`config.mk`:
```
export PLATFORM = sky130hd
export DESIGN_NAME = wtosc_blend
export DESIGN_NICKNAME = d
export VERILOG_FILES = /design/src/sv/wtosc_pkg.sv /design/src/sv/wtosc_blend.sv
export SDC_FILE = /design/constraint.sdc
export NUM_CORES = 1
export LEC_CHECK = 0
export ABC_AREA = 1
export BUFFER_PORTS_ARGS = -buffer_cell sky130_fd_sc_hd__buf_4
export CORE_MARGIN = 3
export CORE_UTILIZATION = 45
export CTS_CLUSTER_DIAMETER = 100
export DETAILED_ROUTE_END_ITERATION = 10
export SLEW_MARGIN = 20
export SYNTH_ARGS = -nofsm -noshare
export SYNTH_HDL_FRONTEND = slang
export SYNTH_SLANG_ARGS = --single-unit
```
`constraint.sdc`:
```
create_clock -name clk -period 8.2 [get_ports clk]
set_input_delay 1.64 -clock clk [delete_from_list [all_inputs] [get_ports clk]]
set_output_delay 1.64 -clock clk [all_outputs]
set_load 0.05 [all_outputs]
```
`src/sv/wtosc_pkg.sv`:
```
// ----------------------------------------------------------------------------
// wtosc_pkg
// Shared types and constants for the wavetable oscillator.
// ----------------------------------------------------------------------------
package wtosc_pkg;

  localparam int PHASE_W    = 43;
  localparam int FRAC_BITS  = 32;
  localparam int IDX_W      = 11;
  localparam int LEN_W      = 12;
  localparam int SAMPLE_W   = 16;
  localparam int BLEND_W    = 16;
  localparam int CFG_IDX_W  = 1;
  localparam int CFG_DATA_W = 43;
  localparam int KIND_W     = 2;

  localparam logic [KIND_W-1:0] KIND_WRITE     = 2'd0;
  localparam logic [KIND_W-1:0] KIND_TICK      = 2'd1;
  localparam logic [KIND_W-1:0] KIND_PHASE_CLR = 2'd2;

  localparam logic [CFG_IDX_W-1:0] REG_PHASE_STEP   = 1'd0;
  localparam logic [CFG_IDX_W-1:0] REG_CYCLE_LENGTH = 1'd1;

  localparam logic [LEN_W-1:0] CYCLE_LENGTH_RST = 12'd2048;

  // shift of the reciprocal used to reduce a table address modulo the table depth
  localparam int RED_SHIFT = 24;

  typedef struct packed {
    logic                is_tick;
    logic                is_write;
    logic [IDX_W-1:0]    addr0;
    logic [IDX_W-1:0]    addr1;
    logic [IDX_W-1:0]    quo0;
    logic [IDX_W-1:0]    quo1;
    logic [BLEND_W-1:0]  frac;
    logic [SAMPLE_W-1:0] wdata;
  } req_t;

  typedef struct packed {
    logic [BLEND_W-1:0]  frac;
    logic [SAMPLE_W-1:0] s0;
    logic [SAMPLE_W-1:0] s1;
  } rd_t;

endpackage

```
`src/sv/wtosc_blend.sv`:
```
// ----------------------------------------------------------------------------
// wtosc_blend
// Linear interpolation: multiply stage, then add into the output register.
// ----------------------------------------------------------------------------
module wtosc_blend import wtosc_pkg::*; (
  input  logic                clk,
  input  logic                rst,
  input  logic                rd_valid,
  input  rd_t                 rd,
  output logic                take,
  input  logic                out_ready,
  output logic                out_valid,
  output logic [SAMPLE_W-1:0] sample_out
);

  logic                m_valid;
  logic [SAMPLE_W-1:0] m_base;
  logic [31:0]         m_prod;
  logic [31:0]         diff;
  logic [47:0]         prod_full;
  logic                out_en;

  assign out_en = !out_valid || out_ready;
  assign take   = !m_valid || out_en;

  always_comb begin
    diff      = {16'd0, rd.s1} - {16'd0, rd.s0};
    prod_full = {16'd0, diff} * {32'd0, rd.frac};
  end

  always_ff @(posedge clk) begin
    if (rst) begin
      m_valid   <= 1'b0;
      out_valid <= 1'b0;
    end else begin
      if (take) begin
        m_valid <= rd_valid;
      end
      if (out_en) begin
        out_valid <= m_valid;
      end
    end
  end

  always_ff @(posedge clk) begin
    if (take) begin
      m_base <= rd.s0;
      m_prod <= prod_full[31:0];
    end
    if (out_en) begin
      sample_out <= m_base + m_prod[31:16];
    end
  end

endmodule
```
Word-level counts from Yosys, hierarchy flattened

Cells that the tools add are included.

Word-level logic and storage cells: 12
Output and inout port bits: 18
Bits in registers: 66

Reductions and logical operators: 4
$mul: 1
Add/subtract/negate cells: 2

Operators by type and width:

| cell                                           | count |
|---|---|
| 32-bit by 16-bit multiplier with 32-bit output | 1 |
| 16-bit by 16-bit subtractor with 17-bit output | 1 |
| 16-bit adder                                   | 1 |
| 1-bit logical NOT                              | 2 |
| 1-bit logical OR                               | 2 |

Longest topological paths before layout

Word-level depth: 3
Gate-level depth with buffers: 38
Gate-level depth less buffers: 38

Worst setup path before layout

No wires, ideal clock.

Kind: input-to-reg
From: input port rd[0] (netlist name)
To: register m_prod[27], data pin
Data required time: 7948 ps
Arrival time: 7558 ps
Path slack: 389 ps
Stages: 31
Buffers on the path: 1
Path through: inv_1 -> ha_1 -> fa_1 -> inv_1 -> nand2_1 -> nand2_1 -> nand3_1 -> nand2_2 -> nand2_2 -> nand2_2 -> buf_2 -> nor2_1 -> inv_1 -> fa_1 -> fa_1 -> inv_1 -> fa_1 -> fa_1 -> fa_1 -> inv_1 -> fa_1 -> inv_1 -> ha_1 -> nand2_1 -> nor2_1 -> inv_1 -> nor2_1 -> nand2_1 -> a21o_1 -> nand3_1 -> nand2_1

Word-level cells in the longest chain between the ends: 2

Ends and longest elaborated chain:

| item                                           | line              | source |
|---|---|---|
| start: declaration                             | wtosc_blend.sv:9  | `input rd_t rd,` |
| 16-bit by 16-bit subtractor with 17-bit output | wtosc_blend.sv:27 | `diff = {16'd0, rd.s1} - {16'd0, rd.s0};` |
| 32-bit by 16-bit multiplier with 32-bit output | wtosc_blend.sv:28 | `prod_full = {16'd0, diff} * {32'd0, rd.frac};` |
| net prod_full[27]                              | wtosc_blend.sv:20 | `logic [47:0] prod_full;` |
| end signal: assignment                         | wtosc_blend.sv:48 | `m_prod <= prod_full[31:0];` |
| end: declaration                               | wtosc_blend.sv:18 | `logic [31:0] m_prod;` |

The timed path passes the listed nets, and every way through them passes these cells.
A chain may end at the register's enable or synchronous reset.

Final worst setup path

From: input port rd[7] (netlist name)
To: register m_prod[16], data pin

The elaborated chain is that of the path after synthesis.

==> results.cfg <==
[outcome]
outcome = completed

[worst_setup_path]
cp_max_fo = 5
crit_buf_inv = 8
max_stage_delay_ns = 0.56
start_kind = input port
required_ns = 8.23
critPathArrivalTime_ns = 7.97
slowest_stage = fa_1
endpoint_kind = flop
cp_top_family = adder cells
path_class = in2reg
crit_path_frequent_cell = fa_1

[sta]
relSlewSlack_pct = 39.1
rsz0062_at_grt = true
worst_pin_slew_ns = 0.912
skew_ns = 0.00773
setup_viol_count_final = 0
hold_violations = 0
drv_slew = 0
fmaxAchievable_mhz = 126
min_period_ns = 7.94
timing.final.crit_share_pct = 96.9

[cells_and_area]
nets = 2173
drive_gt1_share_pct = 18.9
layout_common_cells = 399 x inv_1, 267 x fa_1, 233 x nand2_1
n_antenna_cell = 0
area.growth.synth_to_final_pct = 20.2
fin_util_pct = 55.7
final_common_cell = inv_1

[clocking]
cts_buffers = 5
clkLatencyLatePin_ns = 0.29
h-tree-depth = 2
cts_tree = yes
ctsHoldBuffers = 0
clkTransAtPathRegs_ns = 0.07
cts_root_buf = clkbuf_16
cts.sinks = 50
clock_path_buffers = 2

[route]
drc = 0
postRouteAntennaNets = 0
vias = 10700
vias_per_cell = 5.03
dr.first_iter.drc_count = 632
wl_per_cell_um = 17.4
dr.pass1.iters = 5
routed_wirelength_um = 37100

[global_route]
grt_pass1_wl_um = 59900
grt_max_degree = 35
grt_usage_pct = 24.8
grt_pass1_vias = 11500
grt_overflow = 0
antenna_found_initial = 0

[logic_synthesis]
synth_top_family_by_area = adder cells
synth_cells = 1553
synth_fa_ha_area_share_pct = 50.4
synthFlopType = edfxtp_1
synthSimpleGateAreaFrac_pct = 17.7
synth_edf_count = 48
synth-compound-area-share_pct = 5.03
synthesis.nets = 1969
yosysWarnings = 0
muxShareOfSynthArea_pct = 0
yosys.area_share.xor_xnor_pct = 2.54
ys_seq_elements = 50
syn_area_um2 = 13100
avgSynthCellArea_um2 = 8.41
async_reset_ff_share_pct = 0
seq_area_frac_synth_pct = 11.3
ys_types = 47

[flow_run]
cap_violations = 0

[floorplan]
fp-row-count = 61
core_area_um2 = 28200
start_util_pct = 46.4
die_y_um = 176
io_pins = 70
die_w_um = 176
die_area_um2 = 31100

[placement]
port_buffers = 69
gp_congestion = 0.923
hpwl_um = 32900

[min_path]
holdCritPathClass = reg2reg
-- repair_timing --
item / CTS / global route
gates resized for setup: 1 / 74
buffers inserted: 0 / 1
endpoints found under the setup margin: 1 / 16
pin swaps: 0 / 16
gates cloned: 0 / 0
hold endpoints to repair: 0 / 0
-- cells in the mapped netlist, types with 3 or more instances --
library cell / number / area share [%]
a21o_1: 7 / 0.40
edfxtp_1: 48 / 11
xnor2_1: 13 / 0.87
or2_1: 3 / 0.14
nand2_2: 9 / 0.43
nand3b_1: 5 / 0.29
a21oi_1: 59 / 2.3
nand3_1: 92 / 3.5
nand4_1: 9 / 0.43
nand2_1: 239 / 6.9
o21ai_0: 26 / 1.0
buf_2: 5 / 0.19
fa_1: 271 / 42
a31oi_1: 4 / 0.19
inv_1: 401 / 12
nor2_1: 165 / 4.7
clkbuf_1: 20 / 0.57
buf_4: 4 / 0.23
o21bai_1: 4 / 0.23
a21oi_2: 3 / 0.20
inv_2: 8 / 0.23
ha_1: 93 / 8.9
xor2_1: 23 / 1.5
or2_2: 5 / 0.24
nor3_1: 7 / 0.27
-- metal layers --
layer	share of wire, %	track usage [%]	up-vias
li1	-	-	5052
met5	0	0	-
met1	42	33.0	5338
met4	3.3	7.10	0
met3	5.5	2.97	63
met2	49	43.0	285
-- worst register-to-register path, delay by kind of cell (launching register included) --
| family | cells | cell delay, ns |
|---|---|---|
| AO/OA/AOI/OAI | 3 | 0.81 |
| XOR/XNOR | 1 | 0.09 |
| adder cells (fa/ha/maj) | 1 | 0.38 |
| flip-flops | 1 | 0.38 |
| AND/OR/NAND/NOR | 3 | 0.47 |
-- kinds of logic (layout without fill, tap and decap cells) --
family | after synthesis | in the layout
compound gates | 115 | 115
flops | 50 | 50
buf+inv | 442 | 647
xor+xnor | 37 | 37
simple gates | 545 | 545
fa+ha+maj | 364 | 364
-- state kept, by name, summed over array words and instances (netlist names) --
signal      flops
sample_out     16
out_valid       1
m_valid         1
m_base         16
m_prod         16
-- path summary, 6_finish.rpt --
check | start | depth (start not counted) | endpoint | slack [ns]
worst max-delay path | rd[7] | 30 | m_prod[16] | 0.26
worst min-delay path | m_valid | 2 | out_valid | 0.46
worst max register to register | m_prod[23] | 8 | sample_out[12] | 5.84
worst min register to register | m_valid | 2 | out_valid | 0.46
-- final cells by class --
class                   count  area (um2)
clock buffers               5         125
inverters                 410        1550
well taps                 378         473
repair buffers            229        1810
flip-flops and latches     50        1480
fillers                  2620       12500
clock inverters             3        68.8
multi-input cells        1061       10200
-- per-stage QoR --
stage	instances	TNS [ns]	cell area, um2	setup WS [ns]	hold slack (ns)
after floorplan	1553	0	13100	0.389	0.425
after global placement	2127	-1.53	15200	-0.206	0.447
after detailed placement	2127	-2.53	15200	-0.307	0.455
after CTS	2135	0	15400	0.0194	0.465
after global routing	2136	-0.0798	15700	-0.0282	0.497
final	2136	0	15700	0.256	0.462
Power is left out: the tool's default activity adds up to more than one toggle a clock period on the data nets, which glitch-free logic cannot reach.
