## src/sv/wtosc_pkg.sv

```systemverilog
// ----------------------------------------------------------------------------
// wtosc_pkg
// Shared types and constants for the wavetable oscillator.
// ----------------------------------------------------------------------------
package wtosc_pkg;

  localparam int PHASE_W    = 43;
  localparam int FRAC_BITS  = 32;
  localparam int IDX_W      = 11;
  localparam int LEN_W      = 12;
  localparam int SAMPLE_W   = 16;
  localparam int BLEND_W    = 16;
  localparam int CFG_IDX_W  = 1;
  localparam int CFG_DATA_W = 43;
  localparam int KIND_W     = 2;

  localparam logic [KIND_W-1:0] KIND_WRITE     = 2'd0;
  localparam logic [KIND_W-1:0] KIND_TICK      = 2'd1;
  localparam logic [KIND_W-1:0] KIND_PHASE_CLR = 2'd2;

  localparam logic [CFG_IDX_W-1:0] REG_PHASE_STEP   = 1'd0;
  localparam logic [CFG_IDX_W-1:0] REG_CYCLE_LENGTH = 1'd1;

  localparam logic [LEN_W-1:0] CYCLE_LENGTH_RST = 12'd2048;

  // shift of the reciprocal used to reduce a table address modulo the table depth
  localparam int RED_SHIFT = 24;

  typedef struct packed {
    logic                is_tick;
    logic                is_write;
    logic [IDX_W-1:0]    addr0;
    logic [IDX_W-1:0]    addr1;
    logic [IDX_W-1:0]    quo0;
    logic [IDX_W-1:0]    quo1;
    logic [BLEND_W-1:0]  frac;
    logic [SAMPLE_W-1:0] wdata;
  } req_t;

  typedef struct packed {
    logic [BLEND_W-1:0]  frac;
    logic [SAMPLE_W-1:0] s0;
    logic [SAMPLE_W-1:0] s1;
  } rd_t;

endpackage

```

## src/sv/wtosc_phase.sv

```systemverilog
// ----------------------------------------------------------------------------
// wtosc_phase
// Configuration registers, phase accumulator and request stage.
// ----------------------------------------------------------------------------
module wtosc_phase import wtosc_pkg::*; #(
  parameter int TABLE_DEPTH = 2048
) (
  input  logic                  clk,
  input  logic                  rst,
  input  logic                  cfg_wr_en,
  input  logic [CFG_IDX_W-1:0]  cfg_wr_index,
  input  logic [CFG_DATA_W-1:0] cfg_wr_data,
  input  logic                  in_valid,
  input  logic                  in_ready,
  input  logic [KIND_W-1:0]     kind,
  input  logic [IDX_W-1:0]      sample_addr,
  input  logic [SAMPLE_W-1:0]   sample_value,
  output logic                  req_valid,
  output req_t                  req
);

  localparam logic [RED_SHIFT-1:0] RED_MUL = RED_SHIFT'((1 << RED_SHIFT) / TABLE_DEPTH);
  localparam int PROD_W = IDX_W + RED_SHIFT;
  localparam logic [PHASE_W:0] WRAP_RST = (PHASE_W+1)'(0) - {CYCLE_LENGTH_RST, 32'd0};

  logic [PHASE_W-1:0] phase_step;
  logic [LEN_W-1:0]   cycle_length;
  logic [PHASE_W:0]   step_wrap;
  logic [PHASE_W-1:0] phase_acc;
  logic [PHASE_W-1:0] phase_acc_next;

  logic [PHASE_W:0]   sum;
  logic [PHASE_W:0]   wrapped;
  logic [PHASE_W:0]   limit;
  logic [IDX_W-1:0]   idx;
  logic [LEN_W-1:0]   idx_inc;
  logic [IDX_W-1:0]   nxt;
  logic [IDX_W-1:0]   a0;
  logic [PROD_W-1:0]  p0;
  logic [PROD_W-1:0]  p1;
  logic               accept;
  logic               is_tick;
  logic               is_write;

  assign accept   = in_valid && in_ready;
  assign is_tick  = (kind == KIND_TICK);
  assign is_write = (kind == KIND_WRITE);

  always_comb begin
    sum     = {1'b0, phase_acc} + {1'b0, phase_step};
    wrapped = {1'b0, phase_acc} + step_wrap;
    limit   = {cycle_length, 32'd0};
    phase_acc_next = (sum >= limit) ? wrapped[PHASE_W-1:0] : sum[PHASE_W-1:0];
    idx     = phase_acc[PHASE_W-1:FRAC_BITS];
    idx_inc = {1'b0, idx} + 12'd1;
    nxt     = (idx_inc >= cycle_length) ? '0 : idx_inc[IDX_W-1:0];
    a0      = is_write ? sample_addr : idx;
    p0      = {{RED_SHIFT{1'b0}}, a0} * {{IDX_W{1'b0}}, RED_MUL};
    p1      = {{RED_SHIFT{1'b0}}, nxt} * {{IDX_W{1'b0}}, RED_MUL};
  end

  always_ff @(posedge clk) begin
    if (rst) begin
      phase_step   <= '0;
      cycle_length <= CYCLE_LENGTH_RST;
      step_wrap    <= WRAP_RST;
    end else if (cfg_wr_en) begin
      case (cfg_wr_index)
        REG_PHASE_STEP: begin
          phase_step <= cfg_wr_data;
          step_wrap  <= {1'b0, cfg_wr_data} - {cycle_length, 32'd0};
        end
        REG_CYCLE_LENGTH: begin
          cycle_length <= cfg_wr_data[LEN_W-1:0];
          step_wrap    <= {1'b0, phase_step} - {cfg_wr_data[LEN_W-1:0], 32'd0};
        end
        default: begin
        end
      endcase
    end
  end

  always_ff @(posedge clk) begin
    if (rst) begin
      phase_acc <= '0;
    end else if (accept) begin
      if (is_tick) begin
        phase_acc <= phase_acc_next;
      end else if (kind == KIND_PHASE_CLR) begin
        phase_acc <= '0;
      end
    end
  end

  always_ff @(posedge clk) begin
    if (rst) begin
      req_valid <= 1'b0;
    end else if (in_ready) begin
      req_valid <= accept && (is_tick || is_write);
    end
  end

  always_ff @(posedge clk) begin
    if (accept) begin
      req.is_tick  <= is_tick;
      req.is_write <= is_write;
      req.addr0    <= a0;
      req.addr1    <= nxt;
      req.quo0     <= p0[PROD_W-1:RED_SHIFT];
      req.quo1     <= p1[PROD_W-1:RED_SHIFT];
      req.frac     <= phase_acc[FRAC_BITS-1:FRAC_BITS-BLEND_W];
      req.wdata    <= sample_value;
    end
  end

endmodule

```

## config.mk

```make
export PLATFORM = sky130hd
export DESIGN_NAME = wtosc_phase
export DESIGN_NICKNAME = d
export VERILOG_FILES = /design/src/sv/wtosc_pkg.sv /design/src/sv/wtosc_phase.sv
export SDC_FILE = /design/constraint.sdc
export NUM_CORES = 1
export LEC_CHECK = 0
export ABC_AREA = 1
export BUFFER_PORTS_ARGS = -buffer_cell sky130_fd_sc_hd__buf_2
export CORE_UTILIZATION = 58
export CTS_CLUSTER_DIAMETER = 200
export DETAILED_ROUTE_END_ITERATION = 8
export PLACE_DENSITY = 0.81
export REMOVE_ABC_BUFFERS = 1
export SLEW_MARGIN = 20
export SYNTH_ARGS = -nofsm -noshare
export SYNTH_HDL_FRONTEND = slang
export SYNTH_SLANG_ARGS = --single-unit
export TNS_END_PERCENT = 5
```

## constraint.sdc

```tcl
create_clock -name clk -period 11.1 [get_ports clk]
set_input_delay 2.22 -clock clk [delete_from_list [all_inputs] [get_ports clk]]
set_output_delay 2.22 -clock clk [all_outputs]
set_load 0.02 [all_outputs]
```

# Word-level counts from Yosys, hierarchy flattened
# Index checks and enable logic that the tools add are counted.
# word_totals
ff_bits	198
in_bits	78
out_inout_bits	79
word_cells	34
# op_classes
add_sub_neg	5
magnitude_cmp	2
eq_ne	2
mux	5
bitwise	1
n_reduce_logical	8
# ops
operator	count
2-to-1 mux 43 bit	3
case mux 43 bit (2 select lines)	1
subtractor 43 bit	2
adder 43 x 43 -> 44 bit	1
greater-or-equal comparator 44 bit	1
adder 43 bit	1
adder 11 x 1 -> 12 bit (second input constant)	1
greater-or-equal comparator 12 bit	1
2-to-1 mux 11 bit	1
AND reduction 2 bit	3
equality test 2 x 1 -> 1 bit (second input constant)	1
equality test 2 bit (second input constant)	1
logical AND 1 bit	2
zero test 2 bit	1
nonzero test 2 bit	1
logical OR 1 bit	1
inverter 1 bit	1

# Longest topological paths before layout
# logic_depth
word_depth	4
ltp_mapped	35
ltp_nobuf	34

# Worst setup path after synthesis
# No wires, ideal clock.
# synth_timing
path_kind	input port to flip-flop
start	input in_valid
end	register phase_acc[10]
setup_time_ns	0.070
arrival_ns	4.634
t_required_ns	11.030
setup_slack_ns	6.396
path_stages	7
n_path_buf	1
cell_sequence	nand2_1 > inv_1 > nand2_1 > nor2_1 > clkbuf_1 > nand3_1 > a21oi_1
# synth_between
elab_chain_len	2
# synth_lines
item	line_no	rtl
from (decl)	wtosc_phase.sv:13	input logic in_valid,
logical AND 1 bit	wtosc_phase.sv:45	assign accept = in_valid && in_ready;
named net accept	wtosc_phase.sv:41	logic accept;
AND reduction 2 bit (no source line)	-	
to (signal assigned)	wtosc_phase.sv:88	phase_acc <= phase_acc_next;
to (decl)	wtosc_phase.sv:29	logic [PHASE_W-1:0] phase_acc;
# The timed path passes the listed nets, and every way through them passes these cells.
# A chain may end at the register's enable or synchronous reset.

# Final worst setup path
# layout_timing
start	register phase_acc[24]
end	register phase_acc[33]
# layout_between
elab_chain_len	4
elab_cells_between_ends	5
cone_classes	2 x add/sub; 1 x order compare; 2 x mux
# layout_lines
item	line_no	rtl
adder 43 x 43 -> 44 bit	wtosc_phase.sv:50	sum = {1'b0, phase_acc} + {1'b0, phase_step};
greater-or-equal comparator 44 bit	wtosc_phase.sv:53	phase_acc_next = (sum >= limit) ? wrapped[PHASE_W-1:0] : sum[PHASE_W-1:0];
2-to-1 mux 43 bit *	wtosc_phase.sv:53	
2-to-1 mux 43 bit *	wtosc_phase.sv:87	if (is_tick) begin
# Mark *: on every way between the ends. The rest lies on a longest branch, timed or not.

==> run summary <==
CP Class - reg -> reg
Root Driver - sky130_fd_sc_hd__clkbuf_16
Violations in the final reports - design-rule violations
Startpoint Class - flop
Count of final max-slew check failures - 0
Boundary Pins - 157
Width of the die - 165 um
Clock-pin slew on the worst setup and hold paths - 0.09 ns
Overall global routing resource usage - 39.4%
Fraction of layout cells with a size suffix above 1 - 8.98%
Post-DRT Antenna Nets - 0
DR WL met2 - 24.0 mm
Worst-Margin Slew - 1.06 ns
Cells resized by post-CTS repair - 0
CTS tree - yes
Synthesized flop and latch total - 198
Headroom to the max-slew limit - 28.8%
Setup violation total in the final timing report - 0
Sequential area share after synthesis - 29.2%
Count of buffers from port buffering - 134
Least setup slack across all paths after layout - 5.45 ns
Pin count of the biggest net entering global routing - 65
Routability congestion estimate from global placement - 1.05
Per-instance average area after synthesis - 6.50 um^2
Worst clock skew on the final layout - 0.0152 ns
Count of unresolved DRC violations after routing - 40
Count of nets after finishing - 2706
Maximum fanout along the worst path - 23
Setup repair after global routing missed its margin - no
Cell type of the slowest stage on the worst timing path - sky130_fd_sc_hd__o21ai_4
Clock latency of the later-clocked register in the worst-skew pair - 0.46 ns
Power density relative to cell area - 106 nW/um^2
Layout overhead on the synthesized area - 9.51%
Number of vias per cell after detailed routing - 5.77
Core region area - 26100 um^2
Synth top area share - 18.3%
Start point of the critical path - phase_acc[24]$_SDFFE_PP0P_
Cells after synthesis - 2386
Routed wl met3 - 4.85 mm
Global-route wire length before repair - 81.8 mm
Timing-limited maximum frequency - 0.177 GHz
Fin crit period - 5.65 ns
Clock sink count - 198
Count of yosys warnings during synthesis - 0
Data arrival time of the worst path - 5.96 ns
Required @ worst endpoint - 11.42 ns
Type of destination of the critical path - flop
Starting density of the core - 59.3%
Period utilisation layout - 50.9%
Std-Cell Rows - 59
Endpoint of the lowest-slack register-to-register path - phase_acc[33]$_SDFFE_PP0P_
Die outline area - 27400 um^2
Total via count after detailed routing - 16392
Worst hold path startpoint - req_valid$_SDFFE_PP0P_
Highest signal layer in the routed design - met4
Number of synthesized flops with an enable pin - 56
Netlist Area Pre-Place - 15500 um^2
Detailed placer's ending HPWL - 41.5 mm
Setup WS pre-CTS - 5.62 ns
Overall routed net length - 53.6 mm
Logic depth of the worst register-to-register path - 28
Via count of the first global-routing pass - 15128
Number of antenna violations at the first check in global routing - 1
Reported leakage power - 8.56 nW
CTS Buf Count - 17
Most instantiated library cell after synthesis - sky130_fd_sc_hd__nand2_1
Outcome - complete, but fails checks
CTS hold repair buffers - 0
Unique cell type count in the Yosys netlist - 42
Setup slack of the most critical reg-to-reg path - 5.45 ns
Capturing element of the worst setup path - phase_acc[33]$_SDFFE_PP0P_
Max-Cap Viols - 0
Maximum level of the CTS H-tree - 4
1st-pass router iterations - 9
Met1 WL - 22.3 mm
Type of the worst min-delay path - reg -> reg
Setup TNS - 0 ns
Average wire per cell in the routed design - 18.9 um
Reg-to-Reg Start - phase_acc[24]$_SDFFE_PP0P_
Leftover overflow at the end of global routing - 0
Number of diodes - 0
Maximum vdd ir drop - 72.5 uV
Post-synthesis async set-or-reset flop share - 0%
Deepest clock path buffer count - 2
Biggest area consumer among synthesized cells - sky130_fd_sc_hd__dfxtp_1
Die height - 165 um
Number of buffers added for setup after CTS - 0
Count of endpoints failing hold in the final timing report - 0
Max stage delay on crit path - 0.55 ns
Top area cells in the synthesized netlist - sky130_fd_sc_hd__dfxtp_1 18%, sky130_fd_sc_hd__nand2_1 17%, sky130_fd_sc_hd__edfxtp_1 11%, sky130_fd_sc_hd__ha_1 11%, sky130_fd_sc_hd__inv_1 8.5%
Starting DRC count in detailed routing - 1974
Cell mode on critical path - sky130_fd_sc_hd__nand2_1
Top cell types by occurrence after synthesis - 699 x sky130_fd_sc_hd__nand2_1, 350 x sky130_fd_sc_hd__inv_1, 204 x sky130_fd_sc_hd__a21oi_1
Leading register cell type out of synthesis - sky130_fd_sc_hd__dfxtp_1
cells by family after synthesis:
kind of cell | after synthesis | synth area share [%]
flip-flops | 198 | 29.2
AND/OR/NAND/NOR | 1180 | 31.5
buffers and inverters | 438 | 11.5
AO/OA/AOI/OAI | 367 | 12.9
adder cells (fa/ha/maj) | 136 | 11.2
other | 1 | 0.0242
XOR/XNOR | 66 | 3.73
layout make-up:
| type | instances | area, um^2 |
|---|---|---|
| Clock buffer | 17 | 425 |
| Clock inverter | 15 | 213 |
| Sequential cell | 198 | 4520 |
| Multi-Input combinational cell | 1771 | 9290 |
| Fill cell | 2459 | 9160 |
| Timing Repair Buffer | 145 | 753 |
| Tap cell | 335 | 419 |
| Inverter | 359 | 1350 |
through the flow:
stage	power, mW	hold WS (ns)	instances	instance area [um^2]	utilization, %
6_report	1.79	0.471	2840	17000	65.0
5_1_grt	1.85	0.504	2840	17000	65.0
4_1_cts	1.79	0.476	2840	17000	65.0
3_5_place_dp	1.12	0.464	2808	16300	62.5
3_3_place_gp	1.11	0.457	2808	16300	62.5
2_1_floorplan	1.01	0.452	2328	15100	-
metal layers:
layer	global-route usage [%]	up-vias
li1	-	7851
met1	51.1	7486
met2	64.3	895
met3	5.57	160
met4	18.1	0
met5	0	-
flip-flops by register name, summed over array words and instances (netlist names):
name / flops
phase_acc: 43
step_wrap: 43
cycle_length: 12
req_valid: 1
phase_step: 43
req: 56
worst max-delay path, delay by kind of cell (launching register included):
family | cells | cell delay [ns]
XOR/XNOR | 1 | 0.20
AND/OR/NAND/NOR | 21 | 3.03
AO/OA/AOI/OAI | 2 | 0.62
buffers and inverters | 2 | 0.53
flip-flops | 1 | 0.36
adder cells (fa/ha/maj) | 2 | 0.73
cells in the final DEF, fill, tap and decap left out, types with 9 or more instances in the layout:
cell | Yosys | routed
sky130_fd_sc_hd__edfxtp_1 | 56 | 56
sky130_fd_sc_hd__xnor2_1 | 33 | 33
sky130_fd_sc_hd__a21oi_1 | 204 | 204
sky130_fd_sc_hd__inv_1 | 350 | 349
sky130_fd_sc_hd__a21o_1 | 9 | 9
sky130_fd_sc_hd__conb_1 | 1 | 22
sky130_fd_sc_hd__xor2_1 | 33 | 33
sky130_fd_sc_hd__dfxtp_1 | 142 | 142
sky130_fd_sc_hd__ha_1 | 132 | 132
sky130_fd_sc_hd__nand3_1 | 191 | 191
sky130_fd_sc_hd__a31oi_1 | 15 | 15
sky130_fd_sc_hd__nand4_1 | 17 | 17
sky130_fd_sc_hd__nor2_1 | 202 | 200
sky130_fd_sc_hd__nand2_1 | 699 | 699
sky130_fd_sc_hd__o21ai_0 | 100 | 100
sky130_fd_sc_hd__clkbuf_16 | 0 | 17
sky130_fd_sc_hd__nand2_2 | 23 | 23
sky130_fd_sc_hd__o21bai_1 | 9 | 9
sky130_fd_sc_hd__buf_4 | 22 | 11
sky130_fd_sc_hd__buf_2 | 1 | 134
sky130_fd_sc_hd__nor3_1 | 20 | 20
worst min path at each step:
stage,end,cells after the start
after global placement,req_valid$_SDFFE_PP0P_,2
after detailed placement,req_valid$_SDFFE_PP0P_,2
after CTS,req_valid$_SDFFE_PP0P_,2
after floorplan,phase_step[0]$_SDFFE_PP0P_,2
final,req_valid$_SDFFE_PP0P_,2
after global routing,phase_step[19]$_SDFFE_PP0P_,2
where the power goes:
group,switching [mW],internal [mW],leakage (nW)
clock,0.353,0.334,0.311
combinational,0.209,0.103,6.56
sequential,0.0220,0.773,1.69
(Power assumes the default switching activity.)
